===== src/rtl/rdq_pkg.sv =====
`timescale 1ns / 1ps
package rdq_pkg;

  localparam int DEPTH  = 64;
  localparam int DATA_W = 32;
  localparam int CNT_W  = 7;
  localparam int KIND_W = 2;
  localparam int STAT_W = 2;

  localparam logic [KIND_W-1:0] KIND_INS_FRONT = 2'd0;
  localparam logic [KIND_W-1:0] KIND_INS_REAR  = 2'd1;
  localparam logic [KIND_W-1:0] KIND_DEL_FRONT = 2'd2;
  localparam logic [KIND_W-1:0] KIND_DEL_REAR  = 2'd3;

  localparam logic [STAT_W-1:0] STAT_DONE  = 2'd0;
  localparam logic [STAT_W-1:0] STAT_FULL  = 2'd1;
  localparam logic [STAT_W-1:0] STAT_EMPTY = 2'd2;

  localparam logic [CNT_W-1:0] CAP_RESET = 7'd64;

  typedef struct packed {
    logic              en;
    logic [KIND_W-1:0] kind;
  } cell_ctrl_t;

endpackage


===== src/rtl/rdq_cell.sv =====
`timescale 1ns / 1ps
module rdq_cell
  import rdq_pkg::*;
(
  input  logic              clk,
  input  cell_ctrl_t        ctrl,
  input  logic              sel_ins,
  input  logic              sel_out,
  input  logic [DATA_W-1:0] value,
  input  logic [DATA_W-1:0] left_data,
  input  logic [DATA_W-1:0] right_data,
  output logic [DATA_W-1:0] data,
  output logic [DATA_W-1:0] tap
);

  always_ff @(posedge clk) begin
    if (ctrl.en) begin
      unique case (ctrl.kind)
        KIND_INS_FRONT: data <= left_data;
        KIND_INS_REAR: begin
          if (sel_ins) begin
            data <= value;
          end
        end
        KIND_DEL_FRONT: data <= right_data;
        default: data <= data;
      endcase
    end
  end

  assign tap = sel_out ? data : '0;

endmodule


===== config.mk =====
export PLATFORM = sky130hd
export DESIGN_NAME = rdq_cell
export DESIGN_NICKNAME = d
export VERILOG_FILES = /design/src/rtl/rdq_pkg.sv /design/src/rtl/rdq_cell.sv
export SDC_FILE = /design/constraint.sdc
export NUM_CORES = 1
export LEC_CHECK = 0
export BUFFER_PORTS_ARGS = -buffer_cell sky130_fd_sc_hd__buf_2
export CAP_MARGIN = 20
export CORE_MARGIN = 10
export CORE_UTILIZATION = 39
export CTS_BUF_LIST = sky130_fd_sc_hd__clkbuf_8
export DETAILED_ROUTE_END_ITERATION = 8
export PLACE_DENSITY_LB_ADDON = 0.3
export SYNTH_ARGS = -nofsm -noshare
export SYNTH_HDL_FRONTEND = slang
export SYNTH_SLANG_ARGS = --single-unit

===== constraint.sdc =====
create_clock -name clk -period 5.8 [get_ports clk]
set_input_delay 1.16 -clock clk [delete_from_list [all_inputs] [get_ports clk]]
set_output_delay 1.16 -clock clk [all_outputs]
set_load 0.05 [all_outputs]

== Word level (Yosys, flattened, before mapping) ==
Index checks and enable logic that the tools add are counted.
Operators by class
  $add $sub $neg: 0
  multiply operators: 0
  div/mod/pow operators: 0
  order comparisons: 0
  equality and inequality tests: 3
  shift operators: 0
  mux-type cells: 3
  bitwise logic cells: 0
  reduce and logical (&&, ||, !) cells: 3
Operators with widths (number)
  32-bit case mux with 3 select lines: 1
  32-bit 2-to-1 mux: 2
  3-bit AND reduction: 1
  3-bit nonzero test: 1
  2-bit by 1-bit equality test with 1-bit output (second input constant): 1
  2-bit equality test (second input constant): 1
  2-bit zero test: 1
  2-bit inequality test (second input constant): 1
Storage, ports and cells
  bits in registers: 32
  bits in latches: 0
  memory bits (writable): 0
  memory bits (read-only): 0
  output and inout bits: 64
  memories kept: 0

== Longest topological paths before layout ==
  word-level depth: 3
  depth in mapped cells: 6

== Worst setup path before layout ==
Ideal clock, no wire load.
  path kind: input port to flip-flop
  start point: in ctrl[1] in the netlist's numbering
  end point: reg data[0], enable pin
  arrival time: 4.000 ns
  data required time: 5.332 ns
  path slack: 1.332 ns
  stages on the path: 5
  buffers on the path: 1
  cells stage by stage: inv_1 ha_1 buf_6 nor2b_1 nor3b_1
Between the ends
  longest elaborated chain between the ends: 3
  elaborated cells on any way between the ends: 6
  those cells by class: eq/ne: 3; reduce/logical: 3
RTL lines
  start, declared: RTL line rdq_cell.sv:6  | input cell_ctrl_t ctrl,
  2-bit by 1-bit equality test with 1-bit output, or another cell as far along: RTL line rdq_cell.sv:18  | unique case (ctrl.kind)
  2-bit inequality test (no line) or 3-bit nonzero test (tied branches)
  3-bit AND reduction (no line) *
  end signal, assigned: RTL line rdq_cell.sv:19  | KIND_INS_FRONT: data <= left_data;
  end signal, assigned: RTL line rdq_cell.sv:22  | data <= value;
  end signal, assigned: RTL line rdq_cell.sv:25  | KIND_DEL_FRONT: data <= right_data;
  end, declared: RTL line rdq_cell.sv:12  | output logic [DATA_W-1:0] data,
Mark *: on every way between the ends. The rest lies on a longest branch, timed or not.
A chain may end at the register's enable or synchronous reset.

== Worst setup path after layout ==
  start point: in sel_out
  end point: out tap[29]
Between the ends
  longest elaborated chain between the ends: 1
RTL lines
  start, declared: RTL line rdq_cell.sv:8  | input logic sel_out,
  32-bit 2-to-1 mux: RTL line rdq_cell.sv:31  | assign tap = sel_out ? data : '0;
  end, declared: RTL line rdq_cell.sv:13  | output logic [DATA_W-1:0] tap
Every way passes these cells.

==> flow_metrics.py <==
metrics = {
    "run_status": {
        "run_status": "complete, no violations",
    },
    "floorplan": {
        "ioPinCount": 166,
        "coreArea_um2": 4690,
        "fp.dieW_um": 89.5,
        "die_area_um2": 8010,
        "num_rows": 25,
        "initial_utilization": 0.401,
        "fp.dieH_um": 89.5,
    },
    "critical_path": {
        "cp_num_buf_inv": 2,
        "critPathMaxFanout": 32,
        "max_stage_delay_ns": 0.35,
        "cp_top_family": "buffers and inverters",
        "critPathKind": "in2out",
        "endpoint": "tap[29]",
        "worstSetupPathDepth": 3,
        "startpoint": "sel_out",
        "cp-end-kind": "output port",
        "cp_slowest_cell": "buf_2",
        "startpoint_type": "input port",
        "required_ns": 4.64,
        "crit_path_cell_trace": "buf_2 -> and2_1 -> buf_2",
        "crit_arrival_ns": 1.97,
        "cpMostUsedCell": "buf_2",
    },
    "logic_synthesis": {
        "async_flop_share": 0,
        "ys_warn_count": 0,
        "synth_cell_types": 14,
        "netlist.area_leader.share": 0.510,
        "avgSynthCellArea_um2": 10.2,
        "synth-edff-count": 32,
        "ys.flop_type": "edfxtp_1",
        "synth_common_cells": "a22oi_1 (32), and2_1 (32), edfxtp_1 (32), nand2_1 (32), o21ai_1 (30)",
        "synth_top_cells_by_area": "edfxtp_1 (51%), a22oi_1 (13%), and2_1 (11%)",
        "synthCells": 184,
        "syn-cell-area_um2": 1880,
        "synth_seq_cells": 32,
        "yosysSeqAreaShare": 0.510,
        "yosysTopAreaCell": "edfxtp_1",
        "syn_nets": 289,
    },
    "timing": {
        "finalMaxSlewViolations": 0,
        "fin_crit_ns": 3.13,
        "setup_viol": 0,
        "min_period_over_period": 0.539,
        "rsz0062_at_grt": "no",
        "whs_ns": 1.16,
        "worst_pin_slew_ns": 0.965,
        "maxSlewHeadroom": 0.356,
        "fmax_mhz": 320,
        "hold_viol": 0,
        "tns_ns": 0,
    },
    "route": {
        "drt_iter0_markers": 100,
        "drt-wirelength-per-cell_um": 16.1,
        "vias_per_cell": 4.74,
        "routed-via-count": 1877,
        "post-route-drc-count": 0,
        "ant_nets": 0,
        "wl_um": 6380,
        "drtPass1Iterations": 4,
    },
    "final_layout": {
        "drive_above_1_share": 0.509,
        "regMostFlops": "data",
        "top_regs": "data (32)",
        "final_area_um2": 2740,
        "diodes": 0,
        "area.growth.synth_to_final_pct": 45.7,
        "largest_reg_flops": 32,
        "nets": 446,
    },
    "grt": {
        "antenna_found_initial": 0,
        "grt_usage": 0.148,
        "grt_overflow": 0,
        "grt_max_degree": 65,
        "grt_pass1_vias": 1939,
        "grt_pass1_wl_um": 9180,
    },
    "clock_network": {
        "clk_pin_slew_ns": 0.06,
        "cts_tree": "done",
        "cts_made_buffers": 5,
        "cts_root_buf": "clkbuf_8",
        "clockBufferDepth": 2,
        "cts_sinks": 32,
        "ctsResizeCount": 0,
        "cts_setup_buffers": 0,
        "cts_max_level": 2,
        "cts_hold_buf": 0,
    },
    "placed_design": {
        "numPortBuffers": 165,
        "hpwl_um": 5130,
        "place.gp.congestion": 0.759,
        "placed_cell_area_um2": 2660,
    },
    "run": {
        "drv_cap": 0,
    },
    "worst_hold_path": {
        "hp-class": "in2reg",
    },
    "pwr": {
        "power.density_nw_per_um2": 278,
        "leakage_nw": 1.31,
        "ir_worst_vdd_v": 0.000125,
        "power_mw": 0.763,
    },
}
==> per-layer routing <==
| layer | vias to the layer above | wire length (um) | GRT usage |
|---|---|---|---|
| li1 | 978 | - | - |
| met4 | 0 | 129 | 0.0578 |
| met2 | 81 | 3460 | 0.275 |
| met1 | 808 | 2240 | 0.146 |
| met5 | - | 0 | 0 |
| met3 | 10 | 550 | 0.0501 |
==> final cells by class <==
cell class	count	area, um2
clock inverter	3	11.3
sequential	32	961
timing repair buffer	167	848
tap	54	67.6
clock buffer	5	68.8
fill	436	1950
inverter	2	7.51
multi-input combinational	133	779
==> cell families (layout without fill, tap and decap cells) <==
group | after synthesis | after routing | synth area share
AND/OR/NAND/NOR | 66 | 66 | 0.177
flip-flops | 32 | 32 | 0.510
buffers and inverters | 19 | 177 | 0.0797
adder cells (fa/ha/maj) | 3 | 3 | 0.0199
AO/OA/AOI/OAI | 64 | 64 | 0.213
==> worst min path at each step <==
| stage | from | to | cells past startpoint |
|---|---|---|---|
| 2_1_floorplan | left_data[26] | data[26] | 2 |
| 3_3_place_gp | left_data[25] | data[25] | 3 |
| 3_5_place_dp | left_data[27] | data[27] | 3 |
| 4_1_cts | left_data[27] | data[27] | 3 |
| 5_1_grt | left_data[24] | data[24] | 3 |
| 6_report | left_data[27] | data[27] | 3 |
==> power by group <==
| part | internal [mW] | switching, mW |
|---|---|---|
| Clock | 0.0799 | 0.0778 |
| Sequential | 0.288 | 0.0109 |
| Combinational | 0.0817 | 0.224 |
| Total | 0.450 | 0.313 |
==> metrics by stage <==
step,instances,worst slack (ns),util
floorplan,184,1.33,-
global placement,387,2.63,0.565
detailed placement,388,2.64,0.568
CTS,396,2.64,0.585
global route,396,2.59,0.585
finish,396,2.67,0.585
==> layout by cell type (no fill, tap or decap), types with 2 or more instances in the layout <==
master	n
o21ai_1	30
ha_1	2
clkbuf_8	5
buf_2	165
o21ai_0	2
a22oi_1	32
nand2_1	32
and2_1	32
inv_1	4
edfxtp_1	32
Power figures use the tool's default switching activity.
